==> src/rtl/lpr_pkg.sv <==
// Shared types and constants for the line pixel rasterizer.
`timescale 1ns / 1ps
`default_nettype none

package lpr_pkg;

  localparam int COORD_BITS   = 12;
  localparam int COLOR_BITS   = 16;
  // Error term spans minus to plus the largest extent.
  localparam int ERR_BITS     = COORD_BITS + 2;
  localparam int REG_BITS     = 12;
  localparam int CFG_IDX_BITS = 1;

  localparam int IN_FIELD_BITS  = 4 * COORD_BITS + COLOR_BITS;
  localparam int IN_DATA_BITS   = ((IN_FIELD_BITS + 7) / 8) * 8;
  localparam int OUT_FIELD_BITS = 2 * COORD_BITS + COLOR_BITS;
  localparam int OUT_DATA_BITS  = ((OUT_FIELD_BITS + 7) / 8) * 8;

  localparam logic [CFG_IDX_BITS-1:0] REG_SCREEN_WIDTH  = CFG_IDX_BITS'(0);
  localparam logic [CFG_IDX_BITS-1:0] REG_SCREEN_HEIGHT = CFG_IDX_BITS'(1);

  localparam logic [REG_BITS-1:0] SCREEN_WIDTH_RST  = REG_BITS'(320);
  localparam logic [REG_BITS-1:0] SCREEN_HEIGHT_RST = REG_BITS'(240);

  typedef logic [COORD_BITS-1:0] coord_t;
  typedef logic [COLOR_BITS-1:0] color_t;

  typedef enum logic {
    FUNC_LOAD = 1'b0,
    FUNC_STEP = 1'b1
  } func_e;

  typedef struct packed {
    func_e  func;
    coord_t start_x;
    coord_t start_y;
    coord_t end_x;
    coord_t end_y;
    color_t line_color;
  } line_cmd_t;

  typedef struct packed {
    coord_t pixel_x;
    coord_t pixel_y;
    color_t pixel_color;
    logic   inside_res;
    logic   last;
  } pixel_t;

endpackage

`default_nettype wire

==> src/rtl/line_pixel_rasterizer_top.sv <==
// Top level of the line pixel rasterizer: stream ports, config, result register.
//
//  channel   dir  handshake                    payload
//  s_axis    in   s_axis_tvalid/s_axis_tready  tdata: start_x,start_y,end_x,end_y,line_color
//                                              tuser: func
//  m_axis    out  m_axis_tvalid/m_axis_tready  tdata: pixel_x,pixel_y,pixel_color
//                                              tuser: inside_res, tlast: last
//  cfg       in   cfg_we_i                     cfg_idx_i, cfg_wdata_i
//
//  One item per cycle unless m_axis stalls: line state, step logic, one result register.
//  A pixel appears on m_axis the cycle after its step item is accepted; loads give none.
//  s_axis_tready is high whenever the result register is empty or is being drained.
//  Reset clears the line (no line active) and sets the screen to 320 x 240.
`timescale 1ns / 1ps
`default_nettype none

module line_pixel_rasterizer_top import lpr_pkg::*; (
  input  wire logic                     clk_i,
  input  wire logic                     rst_ni,
  input  wire logic                     s_axis_tvalid,
  output logic                          s_axis_tready,
  // start_x, start_y, end_x, end_y, line_color (lowest bit up)
  input  wire logic [IN_DATA_BITS-1:0]  s_axis_tdata,
  // func
  input  wire logic                     s_axis_tuser,
  output logic                          m_axis_tvalid,
  input  wire logic                     m_axis_tready,
  // pixel_x, pixel_y, pixel_color (lowest bit up)
  output logic [OUT_DATA_BITS-1:0]      m_axis_tdata,
  // inside_res
  output logic                          m_axis_tuser,
  output logic                          m_axis_tlast,
  input  wire logic                     cfg_we_i,
  input  wire logic [CFG_IDX_BITS-1:0]  cfg_idx_i,
  input  wire logic [REG_BITS-1:0]      cfg_wdata_i
);

  logic [REG_BITS-1:0] screen_w_q, screen_h_q;
  logic                out_valid_q, out_valid_d;
  pixel_t              out_q;
  line_cmd_t           cmd;
  logic                in_acc;
  logic                res_valid;
  pixel_t              res;

  assign s_axis_tready = !out_valid_q || m_axis_tready;
  assign in_acc        = s_axis_tvalid && s_axis_tready;

  always_comb begin
    cmd.func       = func_e'(s_axis_tuser);
    cmd.start_x    = s_axis_tdata[0*COORD_BITS +: COORD_BITS];
    cmd.start_y    = s_axis_tdata[1*COORD_BITS +: COORD_BITS];
    cmd.end_x      = s_axis_tdata[2*COORD_BITS +: COORD_BITS];
    cmd.end_y      = s_axis_tdata[3*COORD_BITS +: COORD_BITS];
    cmd.line_color = s_axis_tdata[4*COORD_BITS +: COLOR_BITS];
  end

  lpr_core u_core (
    .clk_i       (clk_i),
    .rst_ni      (rst_ni),
    .acc_i       (in_acc),
    .cmd_i       (cmd),
    .screen_w_i  (screen_w_q),
    .screen_h_i  (screen_h_q),
    .res_valid_o (res_valid),
    .res_o       (res)
  );

  always_ff @(posedge clk_i or negedge rst_ni) begin
    if (!rst_ni) begin
      screen_w_q <= SCREEN_WIDTH_RST;
      screen_h_q <= SCREEN_HEIGHT_RST;
    end else if (cfg_we_i) begin
      unique case (cfg_idx_i)
        REG_SCREEN_WIDTH:  screen_w_q <= cfg_wdata_i;
        REG_SCREEN_HEIGHT: screen_h_q <= cfg_wdata_i;
        default: ;
      endcase
    end
  end

  always_comb begin
    out_valid_d = out_valid_q;
    if (in_acc) begin
      out_valid_d = res_valid;
    end else if (m_axis_tready) begin
      out_valid_d = 1'b0;
    end
  end

  always_ff @(posedge clk_i or negedge rst_ni) begin
    if (!rst_ni) begin
      out_valid_q <= 1'b0;
    end else begin
      out_valid_q <= out_valid_d;
    end
  end

  // Payload loads only with a fresh pixel; hold otherwise.
  always_ff @(posedge clk_i) begin
    if (in_acc && res_valid) begin
      out_q <= res;
    end
  end

  assign m_axis_tvalid = out_valid_q;
  assign m_axis_tdata  = OUT_DATA_BITS'({out_q.pixel_color, out_q.pixel_y, out_q.pixel_x});
  assign m_axis_tuser  = out_q.inside_res;
  assign m_axis_tlast  = out_q.last;

  a_ready_when_empty: assert property (@(posedge clk_i) disable iff (!rst_ni)
    !m_axis_tvalid |-> s_axis_tready)
    else $error("input stalled with empty result register");

  a_load_no_pixel: assert property (@(posedge clk_i) disable iff (!rst_ni)
    (in_acc && s_axis_tuser == FUNC_LOAD) |=> !m_axis_tvalid)
    else $error("load item produced a pixel");

  a_out_hold: assert property (@(posedge clk_i) disable iff (!rst_ni)
    (m_axis_tvalid && !m_axis_tready)
      |=> (m_axis_tvalid && $stable(m_axis_tdata) && $stable(m_axis_tuser)
           && $stable(m_axis_tlast)))
    else $error("result item changed while stalled");

endmodule

`default_nettype wire

==> src/rtl/lpr_core.sv <==
// Bresenham line state and per-item step logic.
`timescale 1ns / 1ps
`default_nettype none

module lpr_core import lpr_pkg::*; (
  input  wire logic                clk_i,
  input  wire logic                rst_ni,
  input  wire logic                acc_i,
  input  wire line_cmd_t           cmd_i,
  input  wire logic [REG_BITS-1:0] screen_w_i,
  input  wire logic [REG_BITS-1:0] screen_h_i,
  output logic                     res_valid_o,
  output pixel_t                   res_o
);

  coord_t                cur_x_q, cur_x_d;
  coord_t                cur_y_q, cur_y_d;
  coord_t                major_end_q, major_end_d;
  coord_t                abs_dx_q, abs_dx_d;
  coord_t                abs_dy_q, abs_dy_d;
  logic [ERR_BITS-1:0]   err_q, err_d;
  logic                  x_neg_q, x_neg_d;
  logic                  y_neg_q, y_neg_d;
  logic                  x_major_q, x_major_d;
  color_t                color_q, color_d;
  logic                  active_q, active_d;

  logic signed [COORD_BITS:0] dx, dy;
  coord_t                ld_abs_dx, ld_abs_dy;
  logic                  ld_x_major;
  logic [ERR_BITS-1:0]   ld_err;

  coord_t                major_cur;
  logic                  is_last;
  logic                  err_pos;
  logic                  step_x, step_y;
  coord_t                major_abs, minor_abs;
  logic [ERR_BITS-1:0]   step_err;
  logic                  is_load, is_step;

  assign is_load = acc_i && (cmd_i.func == FUNC_LOAD);
  assign is_step = acc_i && (cmd_i.func == FUNC_STEP) && active_q;

  // Load setup: direction, extents, major axis, initial error.
  always_comb begin
    dx = $signed({cmd_i.end_x[COORD_BITS-1], cmd_i.end_x})
       - $signed({cmd_i.start_x[COORD_BITS-1], cmd_i.start_x});
    dy = $signed({cmd_i.end_y[COORD_BITS-1], cmd_i.end_y})
       - $signed({cmd_i.start_y[COORD_BITS-1], cmd_i.start_y});
    ld_abs_dx  = dx[COORD_BITS] ? COORD_BITS'(-dx) : COORD_BITS'(dx);
    ld_abs_dy  = dy[COORD_BITS] ? COORD_BITS'(-dy) : COORD_BITS'(dy);
    ld_x_major = ld_abs_dx >= ld_abs_dy;
    if (ld_x_major) begin
      ld_err = {2'b00, ld_abs_dy} - {3'b000, ld_abs_dx[COORD_BITS-1:1]};
    end else begin
      ld_err = {2'b00, ld_abs_dx} - {3'b000, ld_abs_dy[COORD_BITS-1:1]};
    end
  end

  // Step: emit current pixel, then advance.
  always_comb begin
    major_cur = x_major_q ? cur_x_q : cur_y_q;
    is_last   = major_cur == major_end_q;
    err_pos   = !err_q[ERR_BITS-1] && (err_q != '0);
    major_abs = x_major_q ? abs_dx_q : abs_dy_q;
    minor_abs = x_major_q ? abs_dy_q : abs_dx_q;
    step_x    = x_major_q || err_pos;
    step_y    = !x_major_q || err_pos;
    step_err  = err_q - (err_pos ? {2'b00, major_abs} : '0) + {2'b00, minor_abs};
  end

  always_comb begin
    res_valid_o       = is_step;
    res_o.pixel_x     = cur_x_q;
    res_o.pixel_y     = cur_y_q;
    res_o.pixel_color = color_q;
    res_o.inside_res  = !cur_x_q[COORD_BITS-1] && (cur_x_q < screen_w_i)
                     && !cur_y_q[COORD_BITS-1] && (cur_y_q < screen_h_i);
    res_o.last        = is_last;
  end

  always_comb begin
    cur_x_d     = cur_x_q;
    cur_y_d     = cur_y_q;
    major_end_d = major_end_q;
    abs_dx_d    = abs_dx_q;
    abs_dy_d    = abs_dy_q;
    err_d       = err_q;
    x_neg_d     = x_neg_q;
    y_neg_d     = y_neg_q;
    x_major_d   = x_major_q;
    color_d     = color_q;
    active_d    = active_q;
    if (is_load) begin
      cur_x_d     = cmd_i.start_x;
      cur_y_d     = cmd_i.start_y;
      major_end_d = ld_x_major ? cmd_i.end_x : cmd_i.end_y;
      abs_dx_d    = ld_abs_dx;
      abs_dy_d    = ld_abs_dy;
      err_d       = ld_err;
      x_neg_d     = dx[COORD_BITS];
      y_neg_d     = dy[COORD_BITS];
      x_major_d   = ld_x_major;
      color_d     = cmd_i.line_color;
      active_d    = 1'b1;
    end else if (is_step) begin
      if (is_last) begin
        active_d = 1'b0;
      end else begin
        if (step_x) begin
          cur_x_d = x_neg_q ? cur_x_q - COORD_BITS'(1) : cur_x_q + COORD_BITS'(1);
        end
        if (step_y) begin
          cur_y_d = y_neg_q ? cur_y_q - COORD_BITS'(1) : cur_y_q + COORD_BITS'(1);
        end
        err_d = step_err;
      end
    end
  end

  always_ff @(posedge clk_i or negedge rst_ni) begin
    if (!rst_ni) begin
      cur_x_q     <= '0;
      cur_y_q     <= '0;
      major_end_q <= '0;
      abs_dx_q    <= '0;
      abs_dy_q    <= '0;
      err_q       <= '0;
      x_neg_q     <= 1'b0;
      y_neg_q     <= 1'b0;
      x_major_q   <= 1'b0;
      color_q     <= '0;
      active_q    <= 1'b0;
    end else begin
      cur_x_q     <= cur_x_d;
      cur_y_q     <= cur_y_d;
      major_end_q <= major_end_d;
      abs_dx_q    <= abs_dx_d;
      abs_dy_q    <= abs_dy_d;
      err_q       <= err_d;
      x_neg_q     <= x_neg_d;
      y_neg_q     <= y_neg_d;
      x_major_q   <= x_major_d;
      color_q     <= color_d;
      active_q    <= active_d;
    end
  end

  a_load_starts_line: assert property (@(posedge clk_i) disable iff (!rst_ni)
    is_load |=> active_q)
    else $error("line not active after load");

  a_last_ends_line: assert property (@(posedge clk_i) disable iff (!rst_ni)
    (is_step && is_last) |=> !active_q)
    else $error("line still active after last pixel");

  a_idle_step_holds: assert property (@(posedge clk_i) disable iff (!rst_ni)
    (acc_i && cmd_i.func == FUNC_STEP && !active_q)
      |=> ($stable(cur_x_q) && $stable(cur_y_q) && $stable(err_q) && !active_q))
    else $error("step without a line changed state");

  a_err_bounded: assert property (@(posedge clk_i) disable iff (!rst_ni)
    active_q |-> (err_q[ERR_BITS-1] == err_q[ERR_BITS-2]))
    else $error("error term out of range");

endmodule

`default_nettype wire

==> config.mk <==
export PLATFORM = sky130hd
export DESIGN_NAME = line_pixel_rasterizer_top
export DESIGN_NICKNAME = d
export VERILOG_FILES = /design/src/rtl/lpr_pkg.sv /design/src/rtl/line_pixel_rasterizer_top.sv /design/src/rtl/lpr_core.sv
export SDC_FILE = /design/constraint.sdc
export NUM_CORES = 1
export LEC_CHECK = 0
export ABC_CLOCK_PERIOD_IN_PS = 5650
export BUFFER_PORTS_ARGS = -buffer_cell sky130_fd_sc_hd__buf_2
export CORE_MARGIN = 3
export CORE_UTILIZATION = 38
export CTS_CLUSTER_DIAMETER = 120
export DETAILED_ROUTE_END_ITERATION = 10
export MAX_ROUTING_LAYER = met4
export PLACE_DENSITY = 0.56
export SLEW_MARGIN = 20
export SYNTH_ARGS = -nofsm -noshare
export SYNTH_HDL_FRONTEND = slang
export SYNTH_SLANG_ARGS = --single-unit
==> constraint.sdc <==
create_clock -name clk_i -period 5.65 [get_ports clk_i]
set_input_delay 1.13 -clock clk_i [delete_from_list [all_inputs] [get_ports clk_i]]
set_output_delay 1.13 -clock clk_i [all_outputs]
set_load 0.01 [all_outputs]
==> flow_summary.json, run 1 <==
{
  "min_from": "u_core.color_q[2]",
  "grtUsageTotal": 0.202,
  "ios": 127,
  "synth_edf_count": 42,
  "cts_sinks": 161,
  "wire_per_inst_microns": 17.6,
  "r2r_cells": 19,
  "cap_violations": 0,
  "overflow": 0,
  "cts_htree_levels": 4,
  "clock_latency_ps": 440,
  "met1_length_microns": 16400,
  "cts_buffers": 17,
  "dpl.cell_count": 1849,
  "finalWirelength_microns": 33100,
  "synth.ff_latch_count": 161,
  "most-common-layout-cells": "167 x nand2_1, 125 x buf_2, 117 x o21ai_0",
  "tightest_slew_ps": 979,
  "design_area_sq_um": 14200,
  "diodes": 0,
  "timing.hold.ws_ps": 445,
  "critPathSlowestCell": "a2111oi_0",
  "grt_pass1_vias": 9461,
  "final_cells": 1881,
  "num_vias": 9915,
  "cp-startpoint": "s_axis_tdata[0]",
  "grt_pass1_wl_microns": 52000,
  "gp_congestion": 0.907,
  "critPathArrivalTime_ps": 5580,
  "root_buffer": "clkbuf_16",
  "ant_nets": 0,
  "syn-cell-area_sq_um": 12100,
  "yosys.cell_types.count": 92,
  "r2r-start": "u_core.err_q[4]",
  "finalHoldViolCount": 0,
  "max_stage_delay_ps": 410,
  "setup_viol": 0,
  "clockBufferDepth": 2,
  "critPathLaunchType": "primary input",
  "tritoncts": "yes",
  "critPathMaxFanout": 3,
  "antenna_found_initial": 0,
  "syn_area_per_cell_sq_um": 9.35,
  "hold_path_class": "reg2reg",
  "drtIter0Drc": 564,
  "crit_chain": "buf_2 > ha_1 > fa_1 > nand2b_1 > a21o_1 > a21o_1 > a31o_2 > a21oi_1 > inv_1 > ha_1 > nor2b_1 > o21ai_0 > a21boi_1 > o21ai_0 > a21boi_0 > o21a_1 > o21a_1 > a221o_1 > a2111oi_0 > nor4b_1 > mux2i_1 > a221oi_2",
  "irDropWorstVdd_mv": 0.266,
  "layout_commonest_cell": "nand2_1",
  "synth_ff_type": "dfrtp_1",
  "die_h_microns": 184,
  "post_cts_buffers": 0,
  "start_util": 0.390,
  "min_period_ps": 5310,
  "first_pass_iters": 5,
  "power_leakage_nw": 6.75,
  "fill_cells": 2987,
  "core-area_sq_um": 30900,
  "syn_to_final_growth_pct": 18.2,
  "dieArea_sq_um": 33900,
  "status": "finished, final reports clean",
  "max_freq_mhz": 188,
  "synth_seq_area_share": 0.352,
  "path_clk_slew_ps": 60,
  "worstPathRequired_ps": 5930,
  "vias_per_cell": 5.27,
  "pwr_density_cell_nw_per_um2": 529,
  "synth_nets": 1503,
  "postSynth.asyncResetShare": 0.739,
  "drc": 0,
  "cts_hold_buffers": 0,
  "yosysWarnings": 0,
  "worstSetupPathType": "in2reg",
  "largest_reg_flops": 40,
  "slew_viol_final": 0,
  "grt_max_degree": 62,
  "route.met3.wl_microns": 1280,
  "port_buffers": 126,
  "period_share": 0.939,
  "hold_depth": 0,
  "slew-limit-headroom": 0.346,
  "endpoint_kind": "flop",
  "dr.max_layer_used": "met4",
  "num-nets-final": 1685,
  "netlist_instances": 1290,
  "wl_met2_microns": 14700,
  "die_w_microns": 184,
  "drive_gt1_frac": 0.216,
  "clock-skew-final_ps": 12.4,
  "dp_hpwl_microns": 26300,
  "placed_cell_area_sq_um": 13600,
  "grt_setup_unrepaired": "false",
  "row_count": 64
}
## power breakdown
group / internal, W / switching (W)
Combinational: 0.00207 / 0.00230
Clock: 0.000709 / 0.000527
Sequential: 0.00153 / 0.000397
Total: 0.00431 / 0.00323
## critical path: cells and delay by family
kind | cells | cell delay (ps)
buffers and inverters | 2 | 240
AND/OR/NAND/NOR | 3 | 400
adder cells (fa/ha/maj) | 3 | 890
multiplexers | 1 | 190
AO/OA/AOI/OAI | 13 | 2710
## repair_timing
item,in CTS,in global routing
resized for setup,0,4
endpoints found under the setup margin,0,4
hold endpoints to repair,0,0
## synth_stat cells, types with 23 or more instances
| master | number | area, sq um |
|---|---|---|
| o21ai_0 | 117 | 586 |
| xnor2_1 | 49 | 429 |
| clkbuf_1 | 26 | 97.6 |
| mux2i_1 | 39 | 390 |
| a21o_1 | 38 | 285 |
| inv_1 | 116 | 435 |
| mux2_2 | 36 | 405 |
| nor2_1 | 71 | 267 |
| xor2_1 | 23 | 201 |
| nand2_1 | 167 | 627 |
| a21oi_1 | 57 | 285 |
| ha_1 | 112 | 1400 |
| edfxtp_1 | 42 | 1260 |
| dfrtp_1 | 113 | 2830 |
## cell type report
| class | instances | area [sq um] | area share |
|---|---|---|---|
| Multi-Input combinational cell | 969 | 7210 | 0.506 |
| Sequential cell | 161 | 4250 | 0.298 |
| Timing Repair Buffer | 204 | 1230 | 0.0864 |
| Tap cell | 396 | 495 | 0.0348 |
| Inverter | 119 | 447 | 0.0314 |
| Clock buffer | 17 | 425 | 0.0299 |
| Clock inverter | 15 | 191 | 0.0134 |
## worst paths after layout
check	end	slack, ps
worst min register to register	m_axis_tdata[26]	440
max in group asynchronous	screen_h_q[6]	3910
worst max-delay path	u_core.err_q[11]	340
worst max register to register	u_core.err_q[12]	650
min in group asynchronous	u_core.color_q[13]	730
worst min-delay path	m_axis_tdata[26]	440
## logic make-up after synthesis
logic type,after synthesis,synth area share
AND/OR/NAND/NOR,346,0.133
AO/OA/AOI/OAI,339,0.189
flip-flops,161,0.352
buffers and inverters,160,0.0524
adder cells (fa/ha/maj),131,0.147
XOR/XNOR,78,0.0604
multiplexers,75,0.0660
## per-stage QoR
stage | power, W | utilization | worst slack [ps] | TNS (ps)
2_1_floorplan | 0.00504 | - | 52.6 | 0
3_3_place_gp | 0.00619 | 0.440 | -116 | -125
3_5_place_dp | 0.00627 | 0.440 | -222 | -697
4_1_cts | 0.00755 | 0.460 | 238 | 0
5_1_grt | 0.00821 | 0.461 | 10.9 | 0
6_report | 0.00754 | 0.461 | 343 | 0
## per-layer routing
metal,vias up,GRT usage
met5,-,-
li1,4918,-
met2,215,0.308
met3,43,0.0268
met1,4739,0.285
met4,0,0.0568
(Power assumes the default switching activity.)
==> run 2: changes to the inputs <==
- CORE_MARGIN: 3 -> not set
- CORE_UTILIZATION: 38 -> 58
- PLACE_DENSITY: 0.56 -> 0.79
==> run 2 against run 1 <==
Against the previous run: via count grew 2.3%; sequential power is essentially flat; sequential share of layout area grew 0.56 points; cell count shrank 7.4%; routed wire length shrank 4.5%; count of clock-buffer cells in the layout grew 5; highest routed layer unchanged.
==> flow_summary.json, run 2 (synthesis gave the netlist of run 1 again) <==
{
  "largest_reg_flops": 40,
  "root_buffer": "clkbuf_16",
  "irDropWorstVdd_mv": 0.278,
  "dpl.cell_count": 1710,
  "dp_hpwl_microns": 24300,
  "layout_commonest_cell": "nand2_1",
  "grt_max_degree": 80,
  "slew-limit-headroom": 0.491,
  "p_sw_w": 0.00323,
  "internal-power_w": 0.00426,
  "path_clk_slew_ps": 60,
  "share_comb_of_total_power": 0.594,
  "num_vias": 10141,
  "tightest_slew_ps": 753,
  "cts_hold_buffers": 0,
  "worstSetupPathType": "in2reg",
  "wire_per_inst_microns": 18.1,
  "sw_frac_of_total": 0.431,
  "tritoncts": "yes",
  "max_freq_mhz": 188,
  "hold_path_class": "reg2reg",
  "ios": 127,
  "r2r_cells": 21,
  "drive_gt1_frac": 0.207,
  "first_pass_iters": 5,
  "final_cells": 1742,
  "overflow": 0,
  "period_share": 0.943,
  "diodes": 0,
  "vias_per_cell": 5.82,
  "finalHoldViolCount": 0,
  "power_leakage_nw": 6.68,
  "endpoint_kind": "flop",
  "grt_pass1_vias": 9854,
  "cts_buffers": 17,
  "seqPwrFrac": 0.253,
  "clock-skew-final_ps": 11.0,
  "critPathSlowestCell": "fa_1",
  "drtIter0Drc": 581,
  "num-nets-final": 1672,
  "r2r-start": "u_core.err_q[4]",
  "start_util": 0.594,
  "cp-startpoint": "s_axis_tdata[12]",
  "drc": 0,
  "setup_viol": 0,
  "clockBufferDepth": 2,
  "grtUsageTotal": 0.313,
  "cap_violations": 0,
  "clkPwrFrac": 0.153,
  "dieArea_sq_um": 21400,
  "cts_sinks": 161,
  "slew_viol_final": 0,
  "gp_congestion": 0.952,
  "pwr_density_cell_nw_per_um2": 536,
  "grt_setup_unrepaired": "false",
  "cts_htree_levels": 4,
  "antenna_found_initial": 0,
  "die_w_microns": 146,
  "r2r_slack_ps": 610,
  "syn_to_final_growth_pct": 16.0,
  "finalWirelength_microns": 31600,
  "rr_endpoint": "u_core.err_q[12]",
  "critPathArrivalTime_ps": 5600,
  "most-common-layout-cells": "167 x nand2_1, 125 x buf_2, 116 x inv_1, 116 x o21ai_0, 113 x dfrtp_1",
  "core-area_sq_um": 20300,
  "max_stage_delay_ps": 400,
  "critPathLaunchType": "primary input",
  "status": "finished, final reports clean",
  "ant_nets": 0,
  "port_buffers": 126,
  "critPathMaxFanout": 4,
  "clock_latency_ps": 430,
  "die_h_microns": 146,
  "min_period_ps": 5330,
  "row_count": 52,
  "grt_pass1_wl_microns": 50800,
  "fin_setup_tns_ps": 0,
  "worstPathRequired_ps": 5920,
  "fill_cells": 1608,
  "critPathCapture": "u_core.err_q[13]"
}
[run 2: how the worst min path moves through the flow]
stage	cells past startpoint	slack (ps)	from	to
finish	0	450	u_core.color_q[2]	m_axis_tdata[26]
global route	0	450	u_core.color_q[0]	m_axis_tdata[24]
CTS	0	450	u_core.color_q[0]	m_axis_tdata[24]
detailed placement	0	430	u_core.color_q[0]	m_axis_tdata[24]
global placement	0	430	u_core.color_q[15]	m_axis_tdata[39]
floorplan	0	420	u_core.color_q[0]	m_axis_tdata[24]
[run 2: repair_timing]
action                                  CTS  global route
buffers inserted                          0             0
endpoints found under the setup margin    0             1
gates resized for setup                   0             3
[run 2: layer usage]
| metal | global-route usage | wire [microns] | vias up |
|---|---|---|---|
| li1 | - | - | 4893 |
| met1 | 0.421 | 14300 | 4831 |
| met2 | 0.488 | 14500 | 362 |
| met3 | 0.0363 | 1890 | 55 |
| met4 | 0.114 | 914 | 0 |
| met5 | - | 0 | - |
[run 2: cell type report]
class | instances | area (sq um) | area share
well taps | 270 | 338 | 0.0242
multi-input cells | 969 | 7200 | 0.515
repair buffers | 191 | 1160 | 0.0831
clock buffers | 22 | 487 | 0.0348
clock inverters | 10 | 100 | 0.00716
flip-flops and latches | 161 | 4250 | 0.304
inverters | 119 | 447 | 0.0319
[run 2: worst max-delay path: cells and delay by family]
kind                     cells  cell delay (ps)
adder cells (fa/ha/maj)      4             1230
AO/OA/AOI/OAI               12             1930
multiplexers                 1              290
buffers and inverters        4              480
AND/OR/NAND/NOR              4              540
[run 2: through the flow]
stage               total power (W)  worst slack [ps]  hold slack [ps]   util  area (sq um)
floorplan                   0.00504              52.6              425      -         12100
global placement            0.00608             -37.0              427  0.659         13400
detailed placement          0.00623              -163              433  0.659         13400
CTS                         0.00744               261              447  0.688         14000
global route                0.00809              17.3              451  0.689         14000
finish                      0.00749               322              446  0.689         14000
[run 2: power by group through the flow]
stage / logic [W] / registers (W) / clock network (W)
2_1_floorplan: 0.00327 / 0.00177 / 0
3_3_place_gp: 0.00419 / 0.00189 / 0
3_5_place_dp: 0.00433 / 0.00191 / 0
4_1_cts: 0.00441 / 0.00189 / 0.00115
5_1_grt: 0.00496 / 0.00193 / 0.00120
6_report: 0.00445 / 0.00190 / 0.00114
==> run 3: changes to the inputs <==
==> constraint.sdc (replaced) <==
create_clock -name clk_i -period 5.65 [get_ports clk_i]
set_input_delay 0.565 -clock clk_i [delete_from_list [all_inputs] [get_ports clk_i]]
set_output_delay 0.565 -clock clk_i [all_outputs]
set_load 0.01 [all_outputs]
==> run 3 against run 2 <==
Against the previous run: count of clock-buffer cells in the layout grew 3; non-clock buffer count decreased by 37; clock power decreased by 7%; critical path depth down 1; sequential share of layout area grew 0.81 points; highest routed layer unchanged.
==> flow_summary.json, run 3 (synthesis gave the netlist of run 1 again) <==
{
  "slew-limit-headroom": 0.426,
  "power_leakage_nw": 6.46,
  "grt_pass1_vias": 9915,
  "post_cts_buffers": 0,
  "largest_reg_flops": 40,
  "max_freq_mhz": 198,
  "layout_commonest_cell": "nand2_1",
  "cts_htree_levels": 4,
  "multiInputGateArea_sq_um": 7190,
  "wire_per_inst_microns": 18.1,
  "slew_viol_final": 0,
  "critPathLaunchType": "primary input",
  "regArea_sq_um": 4250,
  "overflow": 0,
  "sw_frac_of_total": 0.435,
  "clock-skew-final_ps": 8.98,
  "antenna_found_initial": 0,
  "final_core_util": 0.671,
  "clock_latency_ps": 440,
  "clkPwrFrac": 0.147,
  "finalWirelength_microns": 30800,
  "period_share": 0.896,
  "cap_violations": 0,
  "vias_per_cell": 5.88,
  "drc": 0,
  "irDropWorstVdd_mv": 0.281,
  "root_buffer": "clkbuf_16",
  "grt_pass1_wl_microns": 50500,
  "path_clk_slew_ps": 60,
  "die_h_microns": 146,
  "critPathArrivalTime_ps": 5360,
  "finalHoldViolCount": 0,
  "fin_setup_tns_ps": 0,
  "setup_viol": 0,
  "drive_gt1_frac": 0.185,
  "grt_max_degree": 81,
  "p_sw_w": 0.00315,
  "diodes": 0,
  "endpoint_kind": "flop",
  "die_w_microns": 146,
  "critPathMaxFanout": 11,
  "num_vias": 10027,
  "core-area_sq_um": 20300,
  "tightest_slew_ps": 861,
  "seqPwrFrac": 0.261,
  "fin_total_pwr_w": 0.00725,
  "pwr_density_cell_nw_per_um2": 532,
  "worstSetupPathType": "in2reg",
  "fill_cells": 1647,
  "worstPathRequired_ps": 5950,
  "share_comb_of_total_power": 0.592,
  "row_count": 52,
  "hold_path_class": "in2async",
  "dieArea_sq_um": 21400,
  "first_pass_iters": 8,
  "num-nets-final": 1635,
  "clockBufferDepth": 2,
  "cts_hold_buffers": 0,
  "grt_setup_unrepaired": "false",
  "grtUsageTotal": 0.310,
  "tritoncts": "yes",
  "internal-power_w": 0.00409,
  "cts_resized": 0,
  "drtIter0Drc": 580,
  "ios": 127,
  "dp_hpwl_microns": 23800,
  "syn_to_final_growth_pct": 12.9,
  "min_period_ps": 5060,
  "cts_sinks": 161,
  "most-common-layout-cells": "167 x nand2_1, 125 x buf_2, 117 x o21ai_0",
  "port_buffers": 126,
  "start_util": 0.594,
  "cts_buffers": 17,
  "ant_nets": 0,
  "gp_congestion": 0.967,
  "status": "finished, final reports clean"
}
==> run 3: worst paths after layout <==
kind / start / end / slack (ps) / depth (start not counted)
max: s_axis_tdata[36] / u_core.err_q[11] / 590 / 24
max reg2reg: u_core.err_q[4] / u_core.err_q[12] / 680 / 21
min in group clk_i: s_axis_tdata[61] / u_core.color_q[13] / 320 / 3
min: rst_ni / screen_h_q[3] / 250 / 1
min reg2reg: u_core.color_q[0] / m_axis_tdata[24] / 440 / 0
max in group asynchronous: rst_ni / u_core.cur_x_q[1] / 4130 / 2
==> run 3: metal layers <==
| layer | routed length (microns) | up-vias | global-route usage |
|---|---|---|---|
| li1 | - | 4808 | - |
| met1 | 13700 | 4797 | 0.418 |
| met2 | 14400 | 366 | 0.485 |
| met3 | 1770 | 56 | 0.0259 |
| met4 | 917 | 0 | 0.126 |
| met5 | 0 | - | - |
==> run 3: power groups by stage <==
stage,logic (W),clock network (W),registers (W)
2_1_floorplan,0.00327,0,0.00177
3_3_place_gp,0.00406,0,0.00189
3_5_place_dp,0.00419,0,0.00190
4_1_cts,0.00426,0.00108,0.00189
5_1_grt,0.00481,0.00112,0.00192
6_report,0.00429,0.00106,0.00189
==> run 3: worst max-delay path, cell delays in order <==
cell	delay, ps
buf_2	90
inv_1	40
ha_1	220
fa_1	430
nand2b_2	250
a211oi_2	250
o31ai_2	140
a31oi_1	170
buf_4	200
nor2_1	70
xor2_1	210
ha_1	260
nor2b_1	120
o21ai_0	200
a21boi_0	150
o21ai_0	250
a21boi_0	160
o21a_1	210
o21a_1	180
a221o_1	360
a2111oi_0	440
nor4b_1	110
mux2i_1	190
a221oi_2	80
==> run 3: cell type report <==
| class | instances | share of cell area |
|---|---|---|
| repair buffers | 154 | 0.0619 |
| clock buffers | 25 | 0.0365 |
| multi-input cells | 969 | 0.528 |
| clock inverters | 7 | 0.00368 |
| flip-flops and latches | 161 | 0.312 |
| inverters | 119 | 0.0328 |
| well taps | 270 | 0.0248 |
==> run 3: per-stage QoR <==
stage          setup slack, ps  area, sq um  cells  hold WS [ps]
2_1_floorplan              618        12100   1290           269
3_3_place_gp               344        13100   1673           428
3_5_place_dp               216        13100   1673           430
4_1_cts                    628        13600   1705           277
5_1_grt                    159        13600   1705           311
6_report                   590        13600   1705           248
